`src/rtl/nbc_pkg.sv`:
```
// nbc_pkg: shared widths, register indexes and round functions for the nlfsr block cipher
// no dependencies; used by nbc_stage and nlfsr_block_cipher_32_64
package nbc_pkg;

    localparam int BLOCK_W          = 32;
    localparam int KEY_W            = 64;
    localparam int KEY_IDX_W        = 6;
    localparam int ENC_ROUNDS_W     = 10;
    localparam int ROUND_W          = 11;
    localparam int CFG_IDX_W        = 2;
    localparam int ROUNDS_PER_STAGE = 8;

    localparam logic [CFG_IDX_W-1:0]    REG_CIPHER_KEY   = 2'd0;
    localparam logic [CFG_IDX_W-1:0]    REG_ENC_ROUNDS   = 2'd1;
    localparam logic [ENC_ROUNDS_W-1:0] ENC_ROUNDS_RESET = 10'd528;
    localparam logic [31:0]             NLF_TABLE        = 32'h3A5C742E;

    localparam logic KIND_ENCRYPT = 1'b0;
    localparam logic KIND_DECRYPT = 1'b1;

    typedef struct packed {
        logic               kind;
        logic [ROUND_W-1:0] rounds;
        logic [BLOCK_W-1:0] block;
    } pipe_t;

    function automatic logic [BLOCK_W-1:0] enc_round(input logic [BLOCK_W-1:0] x,
                                                     input logic kb);
        logic [4:0] idx;
        logic       fb;
        idx = {x[31], x[26], x[20], x[9], x[1]};
        fb  = NLF_TABLE[idx] ^ x[16] ^ x[0] ^ kb;
        return {fb, x[31:1]};
    endfunction

    function automatic logic [BLOCK_W-1:0] dec_round(input logic [BLOCK_W-1:0] x,
                                                     input logic kb);
        logic [4:0] idx;
        logic       fb;
        idx = {x[30], x[25], x[19], x[8], x[0]};
        fb  = NLF_TABLE[idx] ^ x[15] ^ x[31] ^ kb;
        return {x[30:0], fb};
    endfunction

endpackage

```
`src/rtl/nbc_stage.sv`:
```
// nbc_stage: one pipeline stage running ROUNDS_PER_STAGE cipher rounds, masked by round count
// depends on nbc_pkg
module nbc_stage #(
    parameter int FIRST_ROUND = 0,
    parameter int FULL_ROUNDS = 528
) (
    input  logic                        clk,
    input  logic                        rst_n,
    input  logic                        en,
    input  logic                        in_valid,
    input  nbc_pkg::pipe_t              in_item,
    input  logic [nbc_pkg::KEY_W-1:0]   key,
    output logic                        out_valid,
    output nbc_pkg::pipe_t              out_item
);
    import nbc_pkg::*;

    logic  valid_reg;
    pipe_t item_reg;
    pipe_t item_next;

    always_comb
    begin
        item_next = in_item;
        for (int j = 0; j < ROUNDS_PER_STAGE; j++)
        begin
            if (ROUND_W'(FIRST_ROUND + j) < in_item.rounds)
            begin
                if (in_item.kind == KIND_DECRYPT)
                    item_next.block = dec_round(item_next.block,
                        key[KEY_IDX_W'(FULL_ROUNDS - 1 - FIRST_ROUND - j)]);
                else
                    item_next.block = enc_round(item_next.block,
                        key[KEY_IDX_W'(FIRST_ROUND + j)]);
            end
        end
    end

    always_ff @(posedge clk or negedge rst_n)
    begin
        if (!rst_n)
            valid_reg <= 1'b0;
        else if (en)
            valid_reg <= in_valid;
    end

    always_ff @(posedge clk)
    begin
        if (en)
            item_reg <= item_next;
    end

    assign out_valid = valid_reg;
    assign out_item  = item_reg;

endmodule

```
`config.mk`:
```
export PLATFORM = sky130hd
export DESIGN_NAME = nbc_stage
export DESIGN_NICKNAME = d
export VERILOG_FILES = /design/src/rtl/nbc_pkg.sv /design/src/rtl/nbc_stage.sv
export SDC_FILE = /design/constraint.sdc
export NUM_CORES = 1
export LEC_CHECK = 0
export BUFFER_PORTS_ARGS = -buffer_cell sky130_fd_sc_hd__buf_2
export CORE_MARGIN = 8
export CORE_UTILIZATION = 40
export CTS_CLUSTER_DIAMETER = 40
export DETAILED_ROUTE_END_ITERATION = 8
export PLACE_DENSITY_LB_ADDON = 0.15
export SYNTH_ARGS = -nofsm -noshare
export SYNTH_HDL_FRONTEND = slang
export SYNTH_SLANG_ARGS = --single-unit
```
`constraint.sdc`:
```
create_clock -name clk -period 0.8 [get_ports clk]
set_input_delay 0.2 -clock clk [delete_from_list [all_inputs] [get_ports clk]]
set_output_delay 0.2 -clock clk [all_outputs]
set_load 0.005 [all_outputs]
```
* Word level (Yosys, flattened, before mapping)
Memory sizes are Yosys's and may differ from the RTL's. Cells that the tools add are included.
Storage, ports and cells: memories kept 16, bits in read-only memories 512, input bits 112, register bits 45
Operators by class: order comparisons 24, bitwise gates (word level) 48, muxes and demuxes 32
Memory list:
- (no name shown) | words 32, bits a word 1, rd ports 1, clocked after Yosys merged registers in 0, wr ports 0, RTL line nbc_pkg.sv:32 | fb = NLF_TABLE[idx] ^ x[16] ^ x[0] ^ kb;
- (no name shown) | words 32, bits a word 1, rd ports 1, clocked after Yosys merged registers in 0, wr ports 0, RTL line nbc_pkg.sv:41 | fb = NLF_TABLE[idx] ^ x[15] ^ x[31] ^ kb;
- (no name shown) | words 32, bits a word 1, rd ports 1, clocked after Yosys merged registers in 0, wr ports 0, RTL line nbc_pkg.sv:32
- (no name shown) | words 32, bits a word 1, rd ports 1, clocked after Yosys merged registers in 0, wr ports 0, RTL line nbc_pkg.sv:41
- (no name shown) | words 32, bits a word 1, rd ports 1, clocked after Yosys merged registers in 0, wr ports 0, RTL line nbc_pkg.sv:32
- (no name shown) | words 32, bits a word 1, rd ports 1, clocked after Yosys merged registers in 0, wr ports 0, RTL line nbc_pkg.sv:41
- +10 memories
Operators by type and width (count):
- two-way mux 32 bit | 16
- less-than comparator 5 x 6 -> 1 bit (second input constant) | 16
- XOR 1 bit | 48
- less-than comparator 3 x 11 -> 1 bit (first input constant) | 4
- less-than comparator 1 x 11 -> 1 bit (first input constant) | 2
- less-than comparator 2 x 11 -> 1 bit (first input constant) | 2
- two-way mux 1 bit | 16

* Longest topological paths before layout
Gate-level depths: netlist (run 1).
depth in word-level cells 56, mapped depth 35, mapped depth without buffers 29

* Worst setup path before layout (run 1)
Ideal clock, no wire load.
path type in2reg, from input port in_item[38] in the netlist's numbering, to register item_reg, in the netlist out_item[0], data pin, required time 535 ps, data arrival time 7352 ps, path slack -6818 ps, cell stages on the path 30, setup time 265 ps, path buffers 1, cell sequence or4_4 or3_1 buf_4 mux2i_1 or3_1 mux2i_1 nor2_1 mux2i_1 or3_1 a22oi_2 mux2_2 nor4b_1 o21ai_1 nand4_1 a31oi_1 a221oi_1 nor3_1 and4_1 nor3_4 mux4_2 nand3_1 nor3b_2 a2bb2oi_4 mux2_1 a211oi_2 mux2i_2 nor2_4 mux2_2 o31a_1 or3_1
RTL lines:
- start: declaration | RTL line nbc_stage.sv:11 | input nbc_pkg::pipe_t in_item,
- end signal: assignment | RTL line nbc_stage.sv:50 | item_reg <= item_next;
- end: declaration | RTL line nbc_stage.sv:19 | pipe_t item_reg;

==> out/summary.md, run 1 <==
The met1 global-route usage is 0.3429, and the number of vias per cell is 5.578. The critical path is of the in -> reg type. In this run the most used layer during global routing was met2.

The slew at the pin closest to its max-slew limit was 854.0 ps. In this run the vertical extent of the chip is 165.6 microns. The post-route fraction of the period consumed by the critical path was 9.456.

The number of antenna diodes in the final layout is 0. Of all nets on the critical path, the largest fanout is 8. The logs give 0.008133 sq mm for the area occupied by multi-input gates and 0.3880 for the met2 capacity usage during global routing. The die covers 0.02741 sq mm. Setup violations remaining at the end of the flow were counted as 77.

The logs give 0 for the final max-slew violation count and 0.02189 sq mm for the area of the core. Clock tree root driver cell: sky130_fd_sc_hd__clkbuf_16. The net count of the finished layout is 1880. The proportion of register bits with asynchronous set or reset after synthesis is 0.02222.

Number of cells on the worst hold path: 1. The synthesis-stage register bit count came out at 45. The worst reg-to-reg path cell count is 1.

Subtracting the final worst setup slack from the clock period gives 7565 ps. The fraction of layout instances using a drive strength above 1 works out to 0.4675. Setup repair after global routing could not meet its margin everywhere.

The clock-pin slew on the worst setup and hold paths is 60 ps. The most used flip-flop cell after synthesis is sky130_fd_sc_hd__edfxtp_1. The sequential cells in the finished layout cover a total of 0.001346 sq mm. The count of standard-cell rows was 54. At the later pin of the worst-skew pair, clock insertion delay measures 280 ps. For this design the top-level I/O count stands at 157.

Setup slack on the worst reg-to-reg path comes out at 60 ps. In this design, the stage delay of the slowest critical-path cell is 530 ps. The tools report the clock sink count as 45. The library cells used most frequently in the layout, excluding fill and tap cells, are sky130_fd_sc_hd__buf_4 (421), sky130_fd_sc_hd__nor2_1 (178), sky130_fd_sc_hd__mux2i_1 (152), sky130_fd_sc_hd__nand2_1 (138), sky130_fd_sc_hd__buf_2 (105). The tool flagged a number of max-cap violations equal to 0. The HPWL reported at the end of detailed placement was 26.73 mm.

The starting density of the core was 0.4088; the post-synthesis cell area was 0.008949 sq mm. Counting flops with a built-in enable in the synthesized netlist gives 44. After routing the design area is 0.01437 sq mm.

The synthesized area per cell is 6.958 sq um. The checks that failed: negative setup slack. After detailed routing, the total wire length is 35.19 mm.

Fill cells in the final layout number 1959. For the arrival time at the worst endpoint, the log shows 7600 ps. Once placement finished, the instance area stood at 0.01276 sq mm.

The vias after detailed routing was 11430. The slowest stage of the critical path is the sky130_fd_sc_hd__or4_4 cell. During placement, the flow inserted port buffers numbering 108. The logs give 5 for the number of buffers created by CTS and 948.9 uV for the maximum vdd drop.

The path category of the worst min-delay check is in -> reg. The run gives 0 as the remaining routing DRC violations. TritonCTS built the clock tree. The maximum clock skew at final layout is 0 ps, and the worst hold slack is 135.2 ps. The clock tree synthesis step divided the H-tree into 2 levels. The worst setup path is launched from an input port. The run gives 830 ps as the worst endpoint required time. The first TritonRoute pass finished after 5 iterations. The logs give 71 for the maximum number of pins on one net before global-route repair and 1398 for the net count after synthesis. The detail route stage leaves a number of antenna-violating nets equal to 0.

The run gives 132.2 MHz as the maximum achievable frequency. In this run the power density over the cells is 1418 mW/mm^2. Summed over all layers, the global routing overflow is 0. Worst slew margin relative to its limit: 0.4307.

Dividing the detail-routed wire length by the instance count gives 17.18 microns. The final count of hold timing violations came out at 0. The logs give 6.499 nW for the leakage power of the design and 0.2400 for the aggregate global-route resource usage. The tools report the nature of the critical path endpoint as a flip-flop. After the first detailed-routing iteration, the DRC count stood at 855.

The tools report the via count of the first global-routing pass as 10620. The tools report the end of the worst register-to-register path as out_valid$_DFFE_PN0P_. The worst setup path endpoint is out_item[0]$_DFFE_PP_. Before CTS, the worst setup slack after placement is -7284 ps. At the end of routability-driven placement, the weighted congestion stood at 0.8869. The run gives 1286 as the post-synthesis instance total. In this run the critical register-to-register path is launched from out_valid$_DFFE_PN0P_. The startpoint of the most critical setup path was in_item[40].

The run finished, with violations left. The library cell used most frequently in the layout, excluding fill and tap cells, is sky130_fd_sc_hd__buf_4. Counting along the longest clock path gives a buffer depth of 2. For the number of antenna violations at the first check in global routing, the log shows 0. The Yosys step of the flow raised 0 warnings. For the met3 capacity usage during global routing, the log shows 0.02702.

The run gives 0.1504 as the fraction of the yosys area taken by sequential cells. The post-route worst setup slack came out at -6765 ps. The floorplan step set the die width to 165.6 microns.

The global-route wire length before repair was 54.44 mm. In this run, distinct cell masters in the synthesized netlist total 81. From synthesis to final layout, the design area changed by 60.58%.
## registers in the layout, summed over array words and instances (netlist names)
signal and cells:
out_item 44, out_valid 1
## power breakdown
group | internal (mW) | leakage, nW | total, mW | switching, mW
combinational | 7.93 | 5.99 | 15.3 | 7.34
sequential | 3.07 | 0.440 | 3.15 | 0.0858
clock | 1.16 | 0.0641 | 1.95 | 0.795
total | 12.2 | 6.50 | 20.4 | 8.22
## worst min path at each step
stage | from | end | slack (ps)
6_report | in_item[39] | out_item[39]$_DFFE_PP_ | 140
5_1_grt | in_item[39] | out_item[39]$_DFFE_PP_ | 140
4_1_cts | in_item[39] | out_item[39]$_DFFE_PP_ | 130
3_5_place_dp | rst_n | out_valid$_DFFE_PN0P_ | -20
3_3_place_gp | rst_n | out_valid$_DFFE_PN0P_ | -30
2_1_floorplan | rst_n | out_valid$_DFFE_PN0P_ | -100
## what timing repair did
action / in CTS / in global routing
cloned: 1 / 0
hold buffers: 1 / 0
hold endpoints to repair: 1 / 0
gates resized for setup: 81 / 178
pin swaps: 23 / 44
endpoints found under the setup margin: 78 / 77
buffers inserted: 27 / 40
## kinds of logic after synthesis
group                     Yosys count  synth area share
AOI/OAI and AO/OA                 427            0.2879
xor gates and xnor gates           35           0.03426
buffers and inverters             113           0.05118
DFF                                45            0.1504
muxes                             201            0.2378
and+or+nand+nor                   465            0.2384
## layout make-up
| cell class | instances | area share |
|---|---|---|
| multi-input cells | 1128 | 0.5660 |
| well taps | 280 | 0.02438 |
| clock inverters | 1 | 0.0005224 |
| clock buffers | 7 | 0.009229 |
| repair buffers | 578 | 0.3034 |
| flip-flops and latches | 45 | 0.09369 |
| inverters | 10 | 0.002786 |
## metrics by stage
step | power [mW] | setup TNS (ps) | cells | utilization
2_1_floorplan | 10.27 | -139530 | 1286 | -
3_3_place_gp | 15.70 | -172810 | 1980 | 0.5830
4_1_cts | 18.89 | -166610 | 2017 | 0.6144
3_5_place_dp | 15.93 | -175450 | 1980 | 0.5830
6_report | 20.37 | -166530 | 2049 | 0.6564
5_1_grt | 21.65 | -176690 | 2049 | 0.6564
## worst max-delay path: cells and delay by family
family	cells	cell delay, ps
muxes	8	2410
buffers and inverters	3	440
and+or+nand+nor	12	2920
AOI/OAI and AO/OA	9	1610
## synth_stat cells (6+ instances only)
library cell	instances	area share
sky130_fd_sc_hd__o21ai_0	97	0.054
sky130_fd_sc_hd__xor2_1	7	0.0069
sky130_fd_sc_hd__edfxtp_1	44	0.15
sky130_fd_sc_hd__nor2_1	187	0.078
sky130_fd_sc_hd__nor3_1	15	0.0084
sky130_fd_sc_hd__mux2_2	22	0.028
sky130_fd_sc_hd__o31a_1	8	0.0078
sky130_fd_sc_hd__inv_1	10	0.0042
sky130_fd_sc_hd__nand2_1	141	0.059
sky130_fd_sc_hd__o211ai_1	15	0.013
sky130_fd_sc_hd__or2_2	9	0.0063
sky130_fd_sc_hd__nand2b_1	9	0.0063
sky130_fd_sc_hd__buf_1	26	0.011
sky130_fd_sc_hd__buf_2	18	0.010
sky130_fd_sc_hd__a31oi_1	9	0.0063
sky130_fd_sc_hd__and3_1	10	0.0070
sky130_fd_sc_hd__and2_1	16	0.011
sky130_fd_sc_hd__o21ai_1	24	0.013
sky130_fd_sc_hd__a211oi_1	28	0.023
sky130_fd_sc_hd__mux2i_1	168	0.19
sky130_fd_sc_hd__clkbuf_1	57	0.024
sky130_fd_sc_hd__nand3_1	19	0.011
sky130_fd_sc_hd__o31ai_1	13	0.011
sky130_fd_sc_hd__or3_1	10	0.0070
sky130_fd_sc_hd__nor4_1	7	0.0049
sky130_fd_sc_hd__xnor2_1	28	0.027
sky130_fd_sc_hd__o21a_1	10	0.0084
sky130_fd_sc_hd__a21oi_1	171	0.096
sky130_fd_sc_hd__nor3b_1	8	0.0067
sky130_fd_sc_hd__a22oi_1	6	0.0050
## layer usage
| layer | vias up | wire, microns |
|---|---|---|
| li1 | 5686 | - |
| met1 | 5356 | 16330 |
| met2 | 352 | 15960 |
| met3 | 36 | 2473 |
| met4 | 0 | 427 |
| met5 | - | 0 |
No activity file was read; power rests on OpenSTA's default activity.
==> run 2, diff against run 1 <==
Clock period 0.8 ns to 7.6 ns, I/O delays scaled along.
==> run 2 against run 1 <==
Sequential share of layout area rose by 0.77 points. Via count fell by 3.1%. Routed wire length fell by 3.7%. Critical path type unchanged. Combinational power fell by 90%. Non-clock buffer count fell by 61. Global-route usage fell by 0.45 points. Total power fell by 90%. Utilization fell by 5.0 points. The run still ends with negative setup slack left.
==> out/summary.md, run 2 (synthesis gave the netlist of run 1 again) <==
The worst endpoint required time was 7630 ps (was 830 ps). Most common library cell in the layout ignoring fill and taps: sky130_fd_sc_hd__buf_4 (unchanged). By instance count, the cell type seen most on the critical path is sky130_fd_sc_hd__mux2i_2. The insertion delay of the later-clocked pin in the worst-skew pair came out at 280 ps (about the same).

The cell class contributing the biggest share of worst-path delay is simple AND/OR/NAND/NOR gates (unchanged). Start-to-end type of the worst setup path: in -> reg (unchanged). The logs give 0 ps (unchanged) for the maximum clock skew at final layout and 6 (was 5) for the number of iterations in the first detailed-routing pass.

The final global-route overflow total was 0 (unchanged). The fraction of layout instances using a drive strength above 1 works out to 0.3876 (was 0.4675). The number of endpoints failing setup at the final stage was 9 (was 77). The path category of the worst min-delay check was reg -> reg (was in -> reg). The number of vias per cell works out to 5.570 (was 5.578). TritonCTS built the clock tree. The run gives 5 (unchanged) as the number of buffers created by CTS.

The run gives 33.89 mm (was 35.19 mm) as the sum of routed wire length over all layers. Failing checks: negative setup slack (unchanged). Chip height: 165.6 microns (unchanged). The run gives 0 (unchanged) as the final max-slew violation count. The combined buffer and inverter count along the critical path works out to 5 (was 3). The instance area after placement was 0.01238 sq mm (was 0.01276 sq mm). The tools report the beginning of the worst hold path as out_valid$_DFFE_PN0P_ (was in_item[39]). Commonest cells after routing, fill and taps aside: sky130_fd_sc_hd__buf_4 (385), sky130_fd_sc_hd__nor2_1 (186), sky130_fd_sc_hd__mux2i_1 (159), sky130_fd_sc_hd__a21oi_1 (150), sky130_fd_sc_hd__nand2_1 (138) (was sky130_fd_sc_hd__buf_4 (421), sky130_fd_sc_hd__nor2_1 (178), sky130_fd_sc_hd__mux2i_1 (152), sky130_fd_sc_hd__nand2_1 (138), sky130_fd_sc_hd__buf_2 (105)). The reg-to-reg startpoint was out_valid$_DFFE_PN0P_ (unchanged).

For the number of filler instances in the final layout, the log shows 2056 (was 1959). Count of boundary I/O pins: 157 (unchanged). The minimum clock period is 9322 ps, and the via count of the first global-routing pass is 10160 (was 10620). The maximum number of buffers from clock root to sink came out at 2 (unchanged). The summed area of non-filler cells in the final layout was 0.01328 sq mm (was 0.01437 sq mm). The global-route wire length before repair is 52.98 mm (was 54.44 mm). The slew at the pin closest to its max-slew limit came out at 1026 ps (was 854.0 ps). The tools report the startpoint type of the worst setup path as an input port (unchanged). The run finished, with violations left. The count of standard-cell rows was 54 (unchanged). The HPWL reported at the end of detailed placement came out at 26.32 mm (was 26.73 mm). The maximum achievable frequency was 107.3 MHz; the vias after detailed routing was 11070 (was 11430). The routability congestion estimate was 0.9303 (was 0.8869); the number of H-tree branching levels was 2 (unchanged).

The tools report the clock tree root driver cell as sky130_fd_sc_hd__clkbuf_16 (unchanged). The tools report the worst hold slack as 508.3 ps (was 135.2 ps). The final count of hold timing violations came out at 0 (unchanged). The run gives 0.02741 sq mm (unchanged) as the floorplan die area.

The final instance count without filler cells is 1988 (was 2049). The run gives 0.4088 (unchanged) as the starting density of the core. For the arrival time at the worst endpoint, the log shows 9350 ps (was 7600 ps). The logs give 0 (unchanged) for the max capacitance violation total and 0 (was 1) for the hold-fix buffer count after cts. Number of flip-flops in the largest register: 44 (unchanged).

The width of the die works out to 165.6 microns (unchanged). The number of diodes added for antenna fixing is 0 (unchanged). The antenna violation net count after detailed routing came out at 0 (unchanged). The aggregate global-route resource usage came out at 0.2355 (was 0.2400).

For the maximum vdd drop, the log shows 116.2 uV (was 948.9 uV). The maximum fanout count along the critical path was 7 (was 8). Number of antenna violations at the first check in global routing: 0 (unchanged). The startpoint of the most critical setup path was in_item[40] (unchanged).

The clock sink count was 45 (unchanged). The final routed wire length divided by cell count works out to 17.05 microns (was 17.18 microns). The count of input and output buffers is 108 (unchanged). Slowest library cell on the worst path: sky130_fd_sc_hd__or4_4 (unchanged). Maximum number of pins on one net before global-route repair: 83 (was 71).

The delay contributed by the slowest stage of the critical path came out at 530 ps (about the same). Signed area change from the synthesized netlist to the final layout: 48.41% (was 60.58%). For the utilization after layout, the log shows 0.6067 (was 0.6564).

Initial DRC count: 936 (was 855). Post-route worst setup slack: -1722 ps (was -6765 ps). The number of nets in the layout is 1819 (was 1880), and the clock-pin slew on the worst setup and hold paths is 60 ps (about the same). The run gives 6.094 nW (was 6.499 nW) as the leakage power of the design. Remaining routing DRC violations: 0 (unchanged).

The power density over the cells works out to 156.1 mW/mm^2 (was 1418 mW/mm^2). The nature of the critical path endpoint is a flip-flop (unchanged). The tools report the number of placed cells counting well taps as 1950 (was 1980). For the area of the core, the log shows 0.02189 sq mm (unchanged). The run gives 0.3157 (was 0.4307) as the worst slew margin relative to its limit. Setup repair after global routing could not meet its margin everywhere. The post-route fraction of the period consumed by the critical path is 1.227.
==> run 2: per-stage QoR <==
stage | setup slack (ps) | setup TNS (ps) | total power, mW
after floorplan | -1542 | -4597 | 1.061
after CTS | -1630 | -8474 | 1.979
final | -1722 | -9365 | 2.073
after global routing | -1975 | -12750 | 2.210
after global placement | -2061 | -15200 | 1.626
after detailed placement | -2162 | -16680 | 1.647
==> run 2: area by class of cell <==
class | instances | area, sq um | share of cell area
Clock buffer | 6 | 138.9 | 0.01046
Inverter | 10 | 40.04 | 0.003015
Sequential cell | 45 | 1346 | 0.1014
Tap cell | 280 | 350.3 | 0.02638
Timing Repair Buffer | 517 | 3757 | 0.2829
Multi-Input combinational cell | 1128 | 7610 | 0.5730
Clock inverter | 2 | 37.54 | 0.002826
==> run 2: worst paths after layout <==
kind / to / slack, ps / cells after the start
worst max-delay path: out_item[0]$_DFFE_PP_ / -1720 / 34
worst min-delay path: out_valid$_DFFE_PN0P_ / 510 / 1
worst max register to register: out_valid$_DFFE_PN0P_ / 6860 / 1
worst min register to register: out_valid$_DFFE_PN0P_ / 510 / 1
max in group asynchronous: out_valid$_DFFE_PN0P_ / 6140 / 1
min in group asynchronous: out_valid$_DFFE_PN0P_ / 1380 / 1
==> run 2: routing by layer <==
metal / part of all wire / wire (microns) / global-route usage
met5: 0 / 0 / 0
met4: 0.0099 / 336 / 0.03409
met3: 0.066 / 2235 / 0.02429
met2: 0.44 / 14990 / 0.3668
met1: 0.48 / 16330 / 0.3490
==> run 2: report_power, final <==
part	switching, mW	total (mW)	leakage (nW)	internal (mW)
logic	0.724	1.49	5.57	0.766
clock network	0.0878	0.252	0.0831	0.164
registers	0.00867	0.332	0.440	0.323
total	0.820	2.07	6.09	1.25
==> run 2: timing repair <==
action | in CTS | in global routing
pin swaps | 28 | 30
buffers inserted | 19 | 13
endpoints found under the setup margin | 18 | 29
resized for setup | 44 | 71
hold endpoints to repair | 0 | 0
==> run 3, diff against run 2 <==
Settings changed: GPL_TIMING_DRIVEN set to 0.
==> run 3 against run 2 <==
The run still ends with negative setup slack left. First-iteration DRC count rose by 10%. Critical path depth is 2 lower. Hold slack gained 11 ps. Setup slack got worse by 110 ps. Sequential share of layout area up 1.6 points. Critical path type unchanged.
==> out/summary.md, run 3 (synthesis gave the netlist of run 1 again) <==
The flow ran to the end, but the final reports show violations. Failing checks: negative setup slack (unchanged). Power density over the cells: 160.1 mW/mm^2 (was 156.1 mW/mm^2). The run gives 1737 (was 1988) as the final instance count without filler cells.

The count of input and output buffers was 107 (was 108); the maximum vdd drop was 116.2 uV (about the same). The number of vias per cell works out to 6.179 (was 5.570). For the summed area of non-filler cells in the final layout, the log shows 0.01150 sq mm (was 0.01328 sq mm).

The routability congestion estimate was 0.9598 (was 0.9303); the final routed wire length divided by cell count was 20.82 microns (was 17.05 microns). The slew at the pin closest to its max-slew limit came out at 985.1 ps (was 1026 ps). The final count of hold timing violations is 0 (unchanged), and the delay contributed by the slowest stage of the critical path is 540 ps (was 530 ps). The HPWL reported at the end of detailed placement is 27.26 mm (was 26.32 mm), and the maximum achievable frequency is 106.0 MHz (was 107.3 MHz).

The count of standard-cell rows was 54 (unchanged); the width of the die was 165.6 microns (unchanged). The logs give 0 (unchanged) for the max capacitance violation total and 9460 ps (was 9350 ps) for the arrival time at the worst endpoint. The logs give 0.009923 sq mm (was 0.01238 sq mm) for the instance area after placement and 0.02741 sq mm (unchanged) for the floorplan die area.

The start-to-end type of the worst setup path is in -> reg (unchanged). Most common library cell in the layout ignoring fill and taps: sky130_fd_sc_hd__nor2_1 (was sky130_fd_sc_hd__buf_4). The slowest library cell on the worst path is sky130_fd_sc_hd__or4_4 (unchanged). The maximum fanout count along the critical path is 5 (was 7), and the remaining routing DRC violations is 0 (unchanged). The clock sink count was 45 (unchanged). The starting density of the core is 0.4088 (unchanged). The global-route wire length before repair was 55.47 mm (was 52.98 mm); the post-route fraction of the period consumed by the critical path was 1.241 (was 1.227).

Number of iterations in the first detailed-routing pass: 7 (was 6). Startpoint type of the worst setup path: an input port (unchanged). The post-route worst setup slack was -1834 ps (was -1722 ps).

TritonCTS built the clock tree. The number of placed cells counting well taps was 1673 (was 1950). The number of endpoints failing setup at the final stage is 12 (was 9), and the number of antenna violations at the first check in global routing is 0 (unchanged).

The utilization after layout is 0.5255 (was 0.6067). The run gives 157 (unchanged) as the count of boundary I/O pins. The maximum number of pins on one net before global-route repair is 46 (was 83).

The setup TNS after final layout came out at -9907 ps (was -9365 ps). The fraction of layout instances using a drive strength above 1 was 0.2862 (was 0.3876); the worst endpoint required time was 7620 ps (was 7630 ps). The chip height came out at 165.6 microns (unchanged).

For the insertion delay of the later-clocked pin in the worst-skew pair, the log shows 280 ps (about the same). The tools report the number of buffers created by CTS as 5 (unchanged). The number of flip-flops in the largest register was 44 (unchanged). The tools report the setup slack at placement as -3015 ps (was -2162 ps). Path category of the worst min-delay check: reg -> reg (unchanged). The minimum clock period works out to 9434 ps (was 9322 ps).

The logs give 2 (unchanged) for the number of H-tree branching levels and 10730 (was 11070) for the vias after detailed routing. The final global-route overflow total was 0 (unchanged); the aggregate global-route resource usage was 0.2516 (was 0.2355). The sum of routed wire length over all layers was 36.16 mm (was 33.89 mm); the signed area change from the synthesized netlist to the final layout was 28.55% (was 48.41%).

Setup repair after global routing could not meet its margin everywhere. The maximum number of buffers from clock root to sink was 2 (unchanged). The number of nets in the layout is 1568 (was 1819). The hold-fix buffer count after cts is 0 (unchanged).

The logs give 2207 (was 2056) for the number of filler instances in the final layout and 519.0 ps (was 508.3 ps) for the worst hold slack. Commonest cells after routing, fill and taps aside: sky130_fd_sc_hd__nor2_1 (183), sky130_fd_sc_hd__mux2i_1 (151), sky130_fd_sc_hd__nand2_1 (137), sky130_fd_sc_hd__a21oi_1 (123), sky130_fd_sc_hd__buf_2 (115) (was sky130_fd_sc_hd__buf_4 (385), sky130_fd_sc_hd__nor2_1 (186), sky130_fd_sc_hd__mux2i_1 (159), sky130_fd_sc_hd__a21oi_1 (150), sky130_fd_sc_hd__nand2_1 (138)). The antenna violation net count after detailed routing is 0 (unchanged), and the number of diodes added for antenna fixing is 0 (unchanged).

The initial DRC count was 1030 (was 936); the final max-slew violation count was 0 (unchanged). The area occupied by multi-input gates was 0.007968 sq mm (was 0.007610 sq mm). Cell type with the highest occurrence count on the critical path: sky130_fd_sc_hd__mux2i_4 (was sky130_fd_sc_hd__mux2i_2). The worst slew margin relative to its limit was 0.3433 (was 0.3157). The tools report the clock tree root driver cell as sky130_fd_sc_hd__clkbuf_16 (unchanged). The via count of the first global-routing pass came out at 9767 (was 10160).

The maximum clock skew at final layout was 0 ps (unchanged). Area of the core: 0.02189 sq mm (unchanged). The power after layout was 1.842 mW (was 2.073 mW). The clock-pin slew on the worst setup and hold paths is 60 ps (about the same).

The logs give 4.724 nW (was 6.094 nW) for the leakage power of the design and 0.001346 sq mm (unchanged) for the sequential cell area. Nature of the critical path endpoint: a flip-flop (unchanged).
## run 3: repair_timing
item                       4_1_cts  5_1_grt
setup endpoints to repair       32       32
pin swaps                       34       32
buffers inserted                37       21
resized for setup              159       99
gates cloned                     1        0
## run 3: power by group
part / internal [mW] / total (mW) / switching [mW]
combinational: 0.571 / 1.30 / 0.727
sequential: 0.323 / 0.331 / 0.00805
clock: 0.123 / 0.213 / 0.0895
## run 3: final timing paths
path / start / to / cells past startpoint / slack, ps
max in group asynchronous: rst_n / out_valid$_DFFE_PN0P_ / 1 / 6140
min in group asynchronous: rst_n / out_valid$_DFFE_PN0P_ / 1 / 1380
hold reg to reg: out_valid$_DFFE_PN0P_ / out_valid$_DFFE_PN0P_ / 1 / 520
setup reg to reg: out_valid$_DFFE_PN0P_ / out_valid$_DFFE_PN0P_ / 1 / 6850
hold / removal: out_valid$_DFFE_PN0P_ / out_valid$_DFFE_PN0P_ / 1 / 520
setup / recovery: in_item[36] / out_item[0]$_DFFE_PP_ / 32 / -1830
## run 3: layout make-up
type                    count  area share
inverters                  10    0.003263
clock inverters             3    0.002175
clock buffers               5     0.01088
flip-flops and latches     45      0.1170
repair buffers            165     0.09332
well taps                 280     0.03045
multi-input cells        1128      0.6926
plain buffers             101     0.05025
## run 3: critical path, delay by kind of cell
kind / cells / cell delay [ps]
muxes: 8 / 2340
and+or+nand+nor: 14 / 3210
buffers and inverters: 3 / 420
AOI/OAI and AO/OA: 7 / 1570
## run 3: per-layer routing
metal / vias to the layer above / global-route usage / part of all wire
met5: - / 0 / 0
met4: 0 / 0.05114 / 0.018
met3: 67 / 0.02727 / 0.095
met2: 536 / 0.3860 / 0.43
met1: 5066 / 0.3715 / 0.45
li1: 5064 / - / -
